[config.mk]
export PLATFORM = sky130hd
export DESIGN_NAME = byte_range_lock_table_unit
export DESIGN_NICKNAME = d
export VERILOG_FILES = /design/src/brlt_pkg.sv /design/src/byte_range_lock_table_unit.sv /design/src/brlt_ram.sv
export VERILOG_INCLUDE_DIRS = /design/src /design/src/src
export SDC_FILE = /design/constraint.sdc
export NUM_CORES = 2
export LEC_CHECK = 0
export BUFFER_PORTS_ARGS = -buffer_cell sky130_fd_sc_hd__buf_2
export CORE_AREA = 2 2 550 552
export CTS_CLUSTER_SIZE = 14
export DETAILED_ROUTE_END_ITERATION = 8
export DIE_AREA = 0 0 552 554
export PLACE_DENSITY = 0.55
export SETUP_SLACK_MARGIN = 0.1
export SLEW_MARGIN = 15
export SYNTH_ARGS = -nofsm -noshare
export SYNTH_HDL_FRONTEND = slang
export SYNTH_HIERARCHICAL = 1
export SYNTH_SLANG_ARGS = --single-unit
[constraint.sdc]
create_clock -name clk -period 21.9 [get_ports clk]
set_clock_uncertainty 0.2 [all_clocks]
set_input_delay 4.38 -clock clk [delete_from_list [all_inputs] [get_ports clk]]
set_output_delay 4.38 -clock clk [all_outputs]
set_load 0.005 [all_outputs]
[src/byte_range_lock_table_unit_assert.svh]
// Assertion macros for the byte-range lock table.
`ifndef BYTE_RANGE_LOCK_TABLE_UNIT_ASSERT_SVH
`define BYTE_RANGE_LOCK_TABLE_UNIT_ASSERT_SVH

// Same-cycle implication, checked out of reset.
`define BRLT_ASSERT_NOW(lbl, ante, cons, msg) \
  lbl: assert property (@(posedge clk) disable iff (!rst_n) (ante) |-> (cons)) else $error(msg);

// Next-cycle implication, checked out of reset.
`define BRLT_ASSERT_NEXT(lbl, ante, cons, msg) \
  lbl: assert property (@(posedge clk) disable iff (!rst_n) (ante) |=> (cons)) else $error(msg);

`endif

[src/brlt_pkg.sv]
`timescale 1ns / 1ps
// ----------------------------------------------------------------------------
// brlt_pkg
// Types and codes shared by the byte-range lock table.
// ----------------------------------------------------------------------------
package brlt_pkg;

  localparam int OFF_W = 63;
  localparam logic [OFF_W-1:0] OFF_LIMIT = {OFF_W{1'b1}};

  typedef enum logic [1:0] {
    ACT_SET    = 2'd0,
    ACT_UNLOCK = 2'd1,
    ACT_QUERY  = 2'd2,
    ACT_PURGE  = 2'd3
  } brlt_action_t;

  typedef enum logic [1:0] {
    STAT_DONE     = 2'd0,
    STAT_CONFLICT = 2'd1,
    STAT_FULL     = 2'd2,
    STAT_RSVD     = 2'd3
  } brlt_status_t;

  localparam logic [1:0] CT_NONE = 2'd2;

  typedef enum logic [1:0] {
    S_IDLE  = 2'd0,
    S_SCAN  = 2'd1,
    S_DRAIN = 2'd2,
    S_WB    = 2'd3
  } brlt_state_t;

endpackage

[src/byte_range_lock_table_unit.sv]
`timescale 1ns / 1ps
// ----------------------------------------------------------------------------
// byte_range_lock_table_unit
// Bounded table of advisory byte-range locks: set, unlock, query, purge.
// ----------------------------------------------------------------------------
// Usage:
//   Drive a request on the in_ ports and raise start; it is taken at a rising
//   edge with busy low. Each request gives exactly one result, shown on the
//   out_ ports for one cycle with out_valid high. The receiver cannot stall.
// Timing:
//   A request reads the entry RAM one entry per cycle, then a drain state
//   evaluates the last read and a write-back state updates the table. The
//   result appears the cycle after write-back, and a new request may be taken
//   in that same cycle.
//   The scan over the single RAM read port sets the rate.
// Reset:
//   rst_n low clears all valid bits and returns to idle; no clearing pass
//   is needed since entry data is used only when valid.
// Results:
//   status 0 done, 1 conflict, 2 table full. Without a conflict to report,
//   conflict_type is 2 and the other conflict fields are zero.
// ----------------------------------------------------------------------------
module byte_range_lock_table_unit #(
  parameter int LOCK_ENTRIES = 16,
  parameter int OWNER_BITS   = 16
) (
  input  logic                      clk,
  input  logic                      rst_n,
  input  logic                      start,
  output logic                      busy,
  input  logic [1:0]                in_action,
  input  logic [15:0]               in_owner,
  input  logic                      in_lock_type,
  input  logic [brlt_pkg::OFF_W-1:0] in_range_start,
  input  logic [brlt_pkg::OFF_W-1:0] in_range_length,
  output logic                      out_valid,
  output logic [1:0]                out_status,
  output logic [1:0]                out_conflict_type,
  output logic [brlt_pkg::OFF_W-1:0] out_conflict_start,
  output logic [brlt_pkg::OFF_W-1:0] out_conflict_length,
  output logic [15:0]               out_conflict_owner
);
  import brlt_pkg::*;

  localparam int OW = (OWNER_BITS < 16) ? OWNER_BITS : 16;
  localparam int IW = $clog2(LOCK_ENTRIES);
  localparam int DW = OW + 1 + 2 * OFF_W;
  localparam logic [IW-1:0] LAST_IDX = IW'(LOCK_ENTRIES - 1);

  // inclusive end offset, saturated at the offset limit
  function automatic logic [OFF_W-1:0] range_end(input logic [OFF_W-1:0] s,
                                                 input logic [OFF_W-1:0] l);
    logic [OFF_W:0] sum;
    sum = {1'b0, s} + {1'b0, l} - (OFF_W+1)'(1);
    if (l == '0 || sum[OFF_W]) begin
      return OFF_LIMIT;
    end
    return sum[OFF_W-1:0];
  endfunction

  brlt_state_t state_r, state_nxt;

  // latched request
  brlt_action_t       act_r;
  logic [OW-1:0]      own_r;
  logic               kind_r;
  logic [OFF_W-1:0]   rs_r, rl_r, re_r;

  // scan control
  logic [IW-1:0] cnt_r;
  logic          eval_en_r;
  logic [IW-1:0] eval_idx_r;

  // table state in flops
  logic            valid_r [LOCK_ENTRIES];
  logic [IW-1:0]   age_r   [LOCK_ENTRIES];

  // scan results
  logic            best_f_r;
  logic [IW-1:0]   best_idx_r;
  logic [IW-1:0]   best_age_r;
  logic            free_f_r;
  logic [IW-1:0]   free_idx_r;
  logic [OW-1:0]   hit_own_r;
  logic            hit_kind_r;
  logic [OFF_W-1:0] hit_s_r, hit_l_r;

  // RAM interface
  logic          ram_we;
  logic [DW-1:0] ram_wdata, ram_rdata;
  logic [IW-1:0] ram_raddr;

  // entry fields of the current read
  logic [OW-1:0]    e_own;
  logic             e_kind;
  logic [OFF_W-1:0] e_s, e_l, e_end;
  logic             e_valid;
  logic [IW-1:0]    e_age;
  logic             own_eq, clash, match, better;

  // table update controls
  logic          drop_en, ins_en;
  logic [IW-1:0] drop_idx, drop_age;

  // output registers
  logic             out_valid_r;
  logic [1:0]       out_status_r, out_ctype_r;
  logic [OFF_W-1:0] out_s_r, out_l_r;
  logic [15:0]      out_own_r;

  logic accept;
  assign accept = start && !busy;

  brlt_ram #(.WIDTH(DW), .DEPTH(LOCK_ENTRIES)) u_ram (
    .clk   (clk),
    .we    (ram_we),
    .waddr (free_idx_r),
    .wdata (ram_wdata),
    .raddr (ram_raddr),
    .rdata (ram_rdata)
  );

  // next state
  always_comb begin
    state_nxt = state_r;
    unique case (state_r)
      S_IDLE:  if (accept) state_nxt = S_SCAN;
      S_SCAN:  if (cnt_r == LAST_IDX) state_nxt = S_DRAIN;
      S_DRAIN: state_nxt = S_WB;
      S_WB:    state_nxt = S_IDLE;
      default: state_nxt = S_IDLE;
    endcase
  end

  // state outputs
  always_comb begin
    busy      = (state_r != S_IDLE);
    ram_raddr = cnt_r;
  end

  always_ff @(posedge clk) begin
    if (!rst_n) begin
      state_r <= S_IDLE;
    end else begin
      state_r <= state_nxt;
    end
  end

  // latch request
  always_ff @(posedge clk) begin
    if (accept) begin
      act_r  <= brlt_action_t'(in_action);
      own_r  <= OW'(in_owner);
      kind_r <= in_lock_type;
      rs_r   <= in_range_start;
      rl_r   <= in_range_length;
      re_r   <= range_end(in_range_start, in_range_length);
    end
  end

  // advance scan index and read pipeline
  always_ff @(posedge clk) begin
    if (!rst_n) begin
      cnt_r     <= '0;
      eval_en_r <= 1'b0;
    end else begin
      eval_en_r <= (state_r == S_SCAN);
      if (state_r == S_SCAN) begin
        cnt_r <= (cnt_r == LAST_IDX) ? '0 : cnt_r + IW'(1);
      end else begin
        cnt_r <= '0;
      end
    end
  end

  always_ff @(posedge clk) begin
    eval_idx_r <= cnt_r;
  end

  // evaluate the entry that was read last cycle
  always_comb begin
    {e_own, e_kind, e_s, e_l} = ram_rdata;
    e_end   = range_end(e_s, e_l);
    e_valid = valid_r[eval_idx_r];
    e_age   = age_r[eval_idx_r];
    own_eq  = (e_own == own_r);
    clash   = e_valid && !own_eq && (e_kind || kind_r) && !(e_s > re_r) && !(rs_r > e_end);
    match   = e_valid && own_eq && (e_s == rs_r) && (e_l == rl_r);
    better  = !best_f_r || (e_age < best_age_r);
  end

  // track newest hit and first free slot
  always_ff @(posedge clk) begin
    if (!rst_n) begin
      best_f_r <= 1'b0;
      free_f_r <= 1'b0;
    end else if (accept) begin
      best_f_r <= 1'b0;
      free_f_r <= 1'b0;
    end else if (eval_en_r) begin
      if (!e_valid && !free_f_r) begin
        free_f_r <= 1'b1;
      end
      if (((act_r == ACT_SET || act_r == ACT_QUERY) && clash) ||
          (act_r == ACT_UNLOCK && match)) begin
        if (better) begin
          best_f_r <= 1'b1;
        end
      end
    end
  end

  always_ff @(posedge clk) begin
    if (eval_en_r) begin
      if (!e_valid && !free_f_r) begin
        free_idx_r <= eval_idx_r;
      end
      if ((((act_r == ACT_SET || act_r == ACT_QUERY) && clash) ||
           (act_r == ACT_UNLOCK && match)) && better) begin
        best_idx_r <= eval_idx_r;
        best_age_r <= e_age;
        hit_own_r  <= e_own;
        hit_kind_r <= e_kind;
        hit_s_r    <= e_s;
        hit_l_r    <= e_l;
      end
    end
  end

  // drop and insert decisions
  always_comb begin
    drop_en  = 1'b0;
    drop_idx = eval_idx_r;
    drop_age = e_age;
    ins_en   = 1'b0;
    if (eval_en_r && act_r == ACT_PURGE && e_valid && own_eq) begin
      drop_en = 1'b1;
    end else if (state_r == S_WB && act_r == ACT_UNLOCK && best_f_r) begin
      drop_en  = 1'b1;
      drop_idx = best_idx_r;
      drop_age = best_age_r;
    end
    if (state_r == S_WB && act_r == ACT_SET && !best_f_r && free_f_r) begin
      ins_en = 1'b1;
    end
    ram_we    = ins_en;
    ram_wdata = {own_r, kind_r, rs_r, rl_r};
  end

  // valid bits
  always_ff @(posedge clk) begin
    if (!rst_n) begin
      for (int j = 0; j < LOCK_ENTRIES; j++) begin
        valid_r[j] <= 1'b0;
      end
    end else if (drop_en) begin
      valid_r[drop_idx] <= 1'b0;
    end else if (ins_en) begin
      valid_r[free_idx_r] <= 1'b1;
    end
  end

  // ages: shift ranks on drop and insert
  always_ff @(posedge clk) begin
    if (drop_en) begin
      for (int j = 0; j < LOCK_ENTRIES; j++) begin
        if (valid_r[j] && age_r[j] > drop_age) begin
          age_r[j] <= age_r[j] - IW'(1);
        end
      end
    end else if (ins_en) begin
      for (int j = 0; j < LOCK_ENTRIES; j++) begin
        if (valid_r[j]) begin
          age_r[j] <= age_r[j] + IW'(1);
        end
      end
      age_r[free_idx_r] <= '0;
    end
  end

  // result register
  always_ff @(posedge clk) begin
    if (!rst_n) begin
      out_valid_r <= 1'b0;
    end else begin
      out_valid_r <= (state_r == S_WB);
    end
  end

  always_ff @(posedge clk) begin
    if (state_r == S_WB) begin
      if ((act_r == ACT_SET || act_r == ACT_QUERY) && best_f_r) begin
        out_status_r <= STAT_CONFLICT;
        out_ctype_r  <= {1'b0, hit_kind_r};
        out_s_r      <= hit_s_r;
        out_l_r      <= hit_l_r;
        out_own_r    <= 16'(hit_own_r);
      end else begin
        out_status_r <= (act_r == ACT_SET && !free_f_r) ? STAT_FULL : STAT_DONE;
        out_ctype_r  <= CT_NONE;
        out_s_r      <= '0;
        out_l_r      <= '0;
        out_own_r    <= '0;
      end
    end
  end

  assign out_valid           = out_valid_r;
  assign out_status          = out_status_r;
  assign out_conflict_type   = out_ctype_r;
  assign out_conflict_start  = out_s_r;
  assign out_conflict_length = out_l_r;
  assign out_conflict_owner  = out_own_r;

`include "byte_range_lock_table_unit_assert.svh"

  `BRLT_ASSERT_NEXT(a_busy_after_accept, accept, busy, "request accepted but block not busy")
  `BRLT_ASSERT_NOW(a_result_after_wb, out_valid, $past(state_r) == S_WB, "result without write-back")
  `BRLT_ASSERT_NOW(a_conflict_reported, out_valid && out_status == STAT_CONFLICT, out_conflict_type != CT_NONE, "conflict without entry")
  `BRLT_ASSERT_NOW(a_no_insert_with_hit, ins_en, !best_f_r && free_f_r, "insert despite conflict or full table")

endmodule

[src/brlt_ram.sv]
`timescale 1ns / 1ps
// ----------------------------------------------------------------------------
// brlt_ram
// Simple dual-port RAM, one write and one registered read port.
// ----------------------------------------------------------------------------
module brlt_ram #(
  parameter int WIDTH = 8,
  parameter int DEPTH = 16
) (
  input  logic                     clk,
  input  logic                     we,
  input  logic [$clog2(DEPTH)-1:0] waddr,
  input  logic [WIDTH-1:0]         wdata,
  input  logic [$clog2(DEPTH)-1:0] raddr,
  output logic [WIDTH-1:0]         rdata
);

  logic [WIDTH-1:0] mem [DEPTH];

  // write port
  always_ff @(posedge clk) begin
    if (we) begin
      mem[waddr] <= wdata;
    end
  end

  // registered read
  always_ff @(posedge clk) begin
    rdata <= mem[raddr];
  end

endmodule
# Word level (Yosys, flattened, before mapping)
# Memories as Yosys holds them, arrays and structs flattened. A register that Yosys moved wholly into a read port is not among the register bits.
# Cells that the tools add are included.
[totals] ramBits=2368 ff_bits=523 memories=3 output_inout_bits=148
[op_classes] addsub=37 n_reduce_logical=64 n_eq_ne=12 magnitude_cmp=19 mux=163 n_bitwise=18
[mem_list] memory="u_ram.mem" depth=16 word_bits=143 read_ports=1 rd_clocked_by_memory_dff=1 wr=1 line_no="brlt_ram.sv:18" source="logic [WIDTH-1:0] mem [DEPTH];"
[mem_list] memory="age_r" depth=16 word_bits=4 read_ports=17 rd_clocked_by_memory_dff=1 wr=17 line_no="byte_range_lock_table_unit.sv:76" source="logic [IW-1:0] age_r [LOCK_ENTRIES];"
[mem_list] memory="valid_r" depth=16 word_bits=1 read_ports=17 rd_clocked_by_memory_dff=1 wr=16 line_no="byte_range_lock_table_unit.sv:75" source="logic valid_r [LOCK_ENTRIES];"
[op_table] cell="$mux 63" n=4
[op_table] cell="$mux 1" n=132
[op_table] cell="$add 63x63->64" n=2
[op_table] cell="$sub 64x1->64 const B" n=2
[op_table] cell="$eq 63x63->1" n=2
[op_table] cell="$gt 63x63->1" n=2
[op_table] cell="$logic_not 63->1" n=2
[op_table] cell="$mux 4" n=22
[op_table] cell="$add 4x1->4 const B" n=17
[op_table] cell="$gt 4x4->1" n=16
[op_table] cell="$sub 4x1->4 const B" n=16
[op_table] cell="$logic_and 1x1->1" n=38
[op_table] cell="$eq 16x16->1" n=1
[op_table] cell="$or 1x1->1" n=16
[op_table] cell="$eq 2x2->1 const B" n=4
[op_table] cell="$mux 2" n=4
[op_table] cell="$pmux 2 s4" n=1
[op_table] cell="$logic_not 1->1" n=7
[op_table] cell="$logic_or 1x1->1" n=6
[op_table] cell="$reduce_and 2->1" n=3
[op_table] cell="$eq 2x1->1 const B" n=2
[op_table] cell="$eq 4x4->1 const B" n=1
[op_table] cell="$logic_not 2->1" n=2
[op_table] cell="$lt 4x4->1" n=1
[op_table] cell="8 further kinds" n=10

# Longest topological paths before layout
[logic_depth] depth_word=12 depth_mapped=28

# Modules after synthesis
# The synthesis kept the hierarchy.
[modules_own_cells] module="brlt_ram" seq_area_each_um2=71568.6 instances=1 cells_per_inst=3741 area_each_um2=88818.9
[modules_own_cells] module="byte_range_lock_table_unit" seq_area_each_um2=17166.5 instances=1 cells_per_inst=3960 area_each_um2=39510.4

# Least setup slack after synthesis
# Ideal clock, no wire load.
[synth_timing] path_type="flip-flop to flip-flop" start="register state_r[0]" end="memory u_ram/mem[0][0] in the netlist's numbering (enable)" stages_incl_launch_ff=9 path_slack_ns=4.823 required_time_ns=20.880 arrival_time_ns=16.057 cell_sequence="dfxtp_1 > ha_1 > nand3_1 > inv_1 > clkbuf_1 > buf_1 > clkbuf_1 > or3b_2 > nor3_1"
[synth_between] elab_chain_len=7
[synth_lines] item="start, declared" line_no="byte_range_lock_table_unit.sv:61" source="brlt_state_t state_r, state_nxt;"
[synth_lines] item="start signal, assigned" line_no="byte_range_lock_table_unit.sv:145" source="state_r <= state_nxt;"
[synth_lines] item="$eq 2x2->1" line_no="byte_range_lock_table_unit.sv:243" source="if (state_r == S_WB && act_r == ACT_SET && !best_f_r && free_f_r) begin"
[synth_lines] item="$logic_and 1x1->1 (3 in a row)" line_no="byte_range_lock_table_unit.sv:243"
[synth_lines] item="$mux 1" line_no="byte_range_lock_table_unit.sv:243"
[synth_lines] item="via ins_en" line_no="byte_range_lock_table_unit.sv:102" source="logic drop_en, ins_en;"
[synth_lines] item="$mux 1" line_no="brlt_ram.sv:22" source="if (we) begin"
[synth_lines] item="$mux 1 (implied by the code)" line_no="brlt_ram.sv:23" source="mem[waddr] <= wdata;"
[synth_lines] item="end, declared" line_no="brlt_ram.sv:18"
# The timed path passes the listed nets, and every way through them passes these cells.

# Final worst setup path
[layout_timing] start="register u_ram.rdata[64], read port of u_ram.mem" end="register hit_s_r[23] (enable)"
[layout_between] elab_chain_len=12 word_cells_on_any_way=19 classes_between="2 x add/sub; 2 x order compare; 1 x eq/ne; 2 x mux; 12 x reduce/logical"
[layout_lines] item="start, declared" line_no="brlt_ram.sv:15" source="output logic [WIDTH-1:0] rdata"
[layout_lines] item="$add 63x63->64" line_no="byte_range_lock_table_unit.sv:54" source="sum = {1'b0, s} + {1'b0, l} - (OFF_W+1)'(1);"
[layout_lines] item="$sub 64x1->64" line_no="byte_range_lock_table_unit.sv:54"
[layout_lines] item="$logic_or 1x1->1" line_no="byte_range_lock_table_unit.sv:55" source="if (l == '0 || sum[OFF_W]) begin"
[layout_lines] item="$mux 1" line_no="byte_range_lock_table_unit.sv:55"
[layout_lines] item="$mux 63" line_no="byte_range_lock_table_unit.sv:58" source="return sum[OFF_W-1:0];"
[layout_lines] item="$gt 63x63->1" line_no="byte_range_lock_table_unit.sv:187" source="clash = e_valid && !own_eq && (e_kind || kind_r) && !(e_s > re_r) && !(rs_r > e_end);"
[layout_lines] item="$logic_not 1->1" line_no="byte_range_lock_table_unit.sv:187"
[layout_lines] item="$logic_and 1x1->1" line_no="byte_range_lock_table_unit.sv:187"
[layout_lines] item="$logic_and 1x1->1" line_no="byte_range_lock_table_unit.sv:218" source="if ((((act_r == ACT_SET || act_r == ACT_QUERY) && clash) ||"
[layout_lines] item="$logic_or 1x1->1 *" line_no="byte_range_lock_table_unit.sv:218"
[layout_lines] item="$logic_and 1x1->1 *" line_no="byte_range_lock_table_unit.sv:219" source="(act_r == ACT_UNLOCK && match)) && better) begin"
[layout_lines] item="$reduce_and 2->1 (no line) *"
[layout_lines] item="end signal, assigned" line_no="byte_range_lock_table_unit.sv:224" source="hit_s_r <= e_s;"
[layout_lines] item="end, declared" line_no="byte_range_lock_table_unit.sv:86" source="logic [OFF_W-1:0] hit_s_r, hit_l_r;"
# Every way passes the cells marked *; elsewhere a longest branch is shown, timed or not.
# A chain may end at the register's enable or synchronous reset.

==> summary.md <==
| Metric | Value |
|---|---|
| Period utilization | `49.4%` |
| Largest family of logic cells by synthesized area | `multiplexers` |
| Dpl hpwl | `268 mm` |
| Ratio of cells with drive above 1 in the final layout | `19.6%` |
| Area leader, netlist | `edfxtp_1` |
| Hold Crit Class | `register to register` |
| Total negative setup slack | `0 ns` |
| Yosys warns | `6` |
| Final setup viols | `0` |
| Post-CTS Hold Buffers | `0` |
| Worst hold slack | `0.234 ns` |
| Fin. Hold Viols | `0` |
| Sinks on Clock Net | `3034` |
| Wirelength per Cell | `32.9 µm` |
| Prevailing post-synth register cell | `edfxtp_1` |
| Max Clk Rate | `92.5 MHz` |
| Logic gate share of total power | `17.9%` |
| Synth Area in Adders | `4.97%` |
| Slew Limit Headroom | `12.4%` |
| Core area | `0.299 mm²` |
| GR Overflow Total | `0` |
| CTS Root Cell | `clkbuf_16` |
| Clk Latency, worst-skew pair | `0.95 ns` |
| Final wirelength | `411 mm` |
| Synth Area in XOR/XNOR | `1.71%` |
| Die height | `554 µm` |
| Simple-Gate Fraction of Synth Area | `4.76%` |
| Psw | `4.54 mW` |
| Site row count | `201` |
| Crit path launch type | `register` |
| Dominant cells by area after synthesis | `edfxtp_1 65%, mux4_2 9.8%, ha_1 4.7%` |
| P_int | `11.1 mW` |
| DR vias/cell | `5.93` |
| Critical path arrival | `11.13 ns` |
| Fin crit period | `10.81 ns` |
| Fin nets | `8875` |
| Sequential area share after synthesis | `69.1%` |
| Max incr delay on CP | `0.78 ns` |
| Final core utilization | `48.7%` |
| Final Max Slew Viols | `0` |
| Syn-to-layout area delta | `13.7%` |
| Pin count of the biggest net entering global routing | `128` |
| Worst slew pin tran | `1.30 ns` |
| Global placer's final weighted congestion | `0.978` |
| Crit Path Category | `register to register` |
| Layout fillers | `25.3k` |
| Initial antenna violation count | `35` |
| Mux contribution to synthesized area | `10.8%` |
| Avg Cell Area, Syn | `16.7 µm²` |
| Die Width | `552 µm` |
| CTS buffer count | `327` |
| Synth cell count leaders | `2797 x edfxtp_1, 656 x inv_1, 560 x mux4_2, 481 x ha_1, 338 x nand2_1` |
| Peak VDD IR | `0.0659 mV` |
| WP buf/inv | `7` |
| Crit path required time | `22.22 ns` |
| Most common cell on crit path | `buf_4` |
| DRT Pass-1 Iters | `6` |
| Syn_nets | `8348` |
| Postcts setup bufs | `0` |
| RSZ-0062 raised after global routing | `no` |
| First-pass GRT wire length | `572 mm` |
| Vias | `74.1k` |
| Cell family with most CP delay | `compound AO/OA/AOI/OAI gates` |
| CTS tree | `built` |
| Clock share of power | `35.5%` |
| H-tree depth | `5` |
| Top-count cell post-synth | `edfxtp_1` |
| Leak Pwr | `50.5 nW` |
| Final ANT Viol Nets | `0` |
| CTS Buffer Depth | `4` |
| Post-CTS resize count | `0` |
| Mapped Area | `0.128 mm²` |
| Status | `finished, final reports clean` |
| Die area | `0.306 mm²` |
| Synth top area share | `65.4%` |
| Netlist cell types | `83` |
| # port buffers | `295` |
| Starting Density | `42.9%` |
| Asr flop ratio synth | `0%` |
| Slowest CP cell | `buf_4` |
| Pwr/cell area | `107 mW/mm²` |
| Yosys reg bits | `3034` |
| CP max FO | `60` |
| Sequential power share | `46.6%` |
| Cells after Synth | `7701` |
| Switching Share | `29.0%` |
| Ports | `296` |
| Drt drc | `0` |
| Max Cap Violations | `0` |
| GR Util All Layers | `26.5%` |
| Vias in the first global route | `73.0k` |
| Post-synth EDFFs | `2797` |
| Clock Pin Slew Worst Setup and Hold Paths | `0.06 ns` |
| Starting DRT DRC Count | `8359` |
| Synth Area in Compound Gates | `5.57%` |
| Worst setup EP type | `register` |
power groups by stage:
stage | registers [mW] | clock network [mW] | logic (mW)
after detailed placement | 7.41 | 0 | 2.77
final | 7.29 | 5.56 | 2.80
after global placement | 7.39 | 0 | 2.78
after global routing | 7.32 | 5.86 | 3.03
after CTS | 7.29 | 5.64 | 2.78
after floorplan | 7.19 | 0 | 1.89
placed cells by master, fill, tap and decap left out, types with 96 or more instances in the layout:
cell type / instances
inv_1: 656
ha_1: 480
xor2_1: 107
a21oi_1: 266
dfxtp_1: 233
a21o_1: 96
buf_2: 295
buf_4: 178
mux4_2: 560
o21ai_0: 166
a22oi_1: 247
and2_1: 155
clkbuf_16: 328
xnor2_1: 144
edfxtp_1: 2797
nand2_1: 338
nor2_1: 269
layer usage:
layer	GRT usage [%]	wire (µm)	vias to the layer above
met2	42.7	195000	3127
li1	-	-	31000
met4	9.40	15600	12
met3	3.45	28300	577
met1	37.1	173000	39400
met5	0	71	-
cell type report:
cell class              instances  area, µm²  share of cell area, %
flip-flops and latches       3034      88800                   60.8
multi-input cells            3728      35900                   24.6
clock inverters               168       1900                   1.30
inverters                     657       2470                   1.69
repair buffers                480       2950                   2.02
clock buffers                 437       8890                   6.09
well taps                    3958       4950                   3.39
diodes                         28       70.1                 0.0480
cells by family (layout without fill, tap and decap cells):
family,Yosys count,after routing
DFF,3034,3034
and+or+nand+nor,1234,1234
AOI/OAI and AO/OA,1071,1071
buffers and inverters,939,1742
muxes,673,673
adders and majority gates,499,499
xor gates and xnor gates,251,251
other,0,28
path summary, 6_finish.rpt:
| path | end | depth (start not counted) | slack [ns] | start |
|---|---|---|---|---|
| worst max-delay path | hit_s_r[23]$_DFFE_PP_ | 31 | 11.09 | u_ram/rdata[64]$_DFF_P_ |
| worst min-delay path | best_idx_r[0]$_DFFE_PP_ | 0 | 0.23 | eval_idx_r[0]$_DFF_P_ |
| worst max register to register | hit_s_r[23]$_DFFE_PP_ | 31 | 11.09 | u_ram/rdata[64]$_DFF_P_ |
| worst min register to register | best_idx_r[0]$_DFFE_PP_ | 0 | 0.23 | eval_idx_r[0]$_DFF_P_ |
state kept, by name (all words and copies together), names as in the netlist, 4 cells and up:
signal	count
best_age_r	4
out_conflict_length	63
out_conflict_owner	16
rl_r	63
eval_idx_r	4
own_r	16
free_idx_r	4
hit_l_r	63
u_ram/mem	2288
cnt_r	4
best_idx_r	4
hit_own_r	16
rs_r	63
out_conflict_start	63
u_ram/rdata	143
valid_r	16
re_r	63
hit_s_r	63
age_r	64
metrics by stage:
step / instance area [µm²] / instances / worst slack [ns] / power, mW
4_1_cts: 146000 / 12500 / 11.26 / 15.7
3_3_place_gp: 135000 / 11900 / 11.38 / 10.2
5_1_grt: 146000 / 12500 / 10.65 / 16.2
2_1_floorplan: 128000 / 7701 / 4.82 / 9.08
6_report: 146000 / 12500 / 11.09 / 15.6
3_5_place_dp: 135000 / 11900 / 11.34 / 10.2
Power figures use the tool's default switching activity.
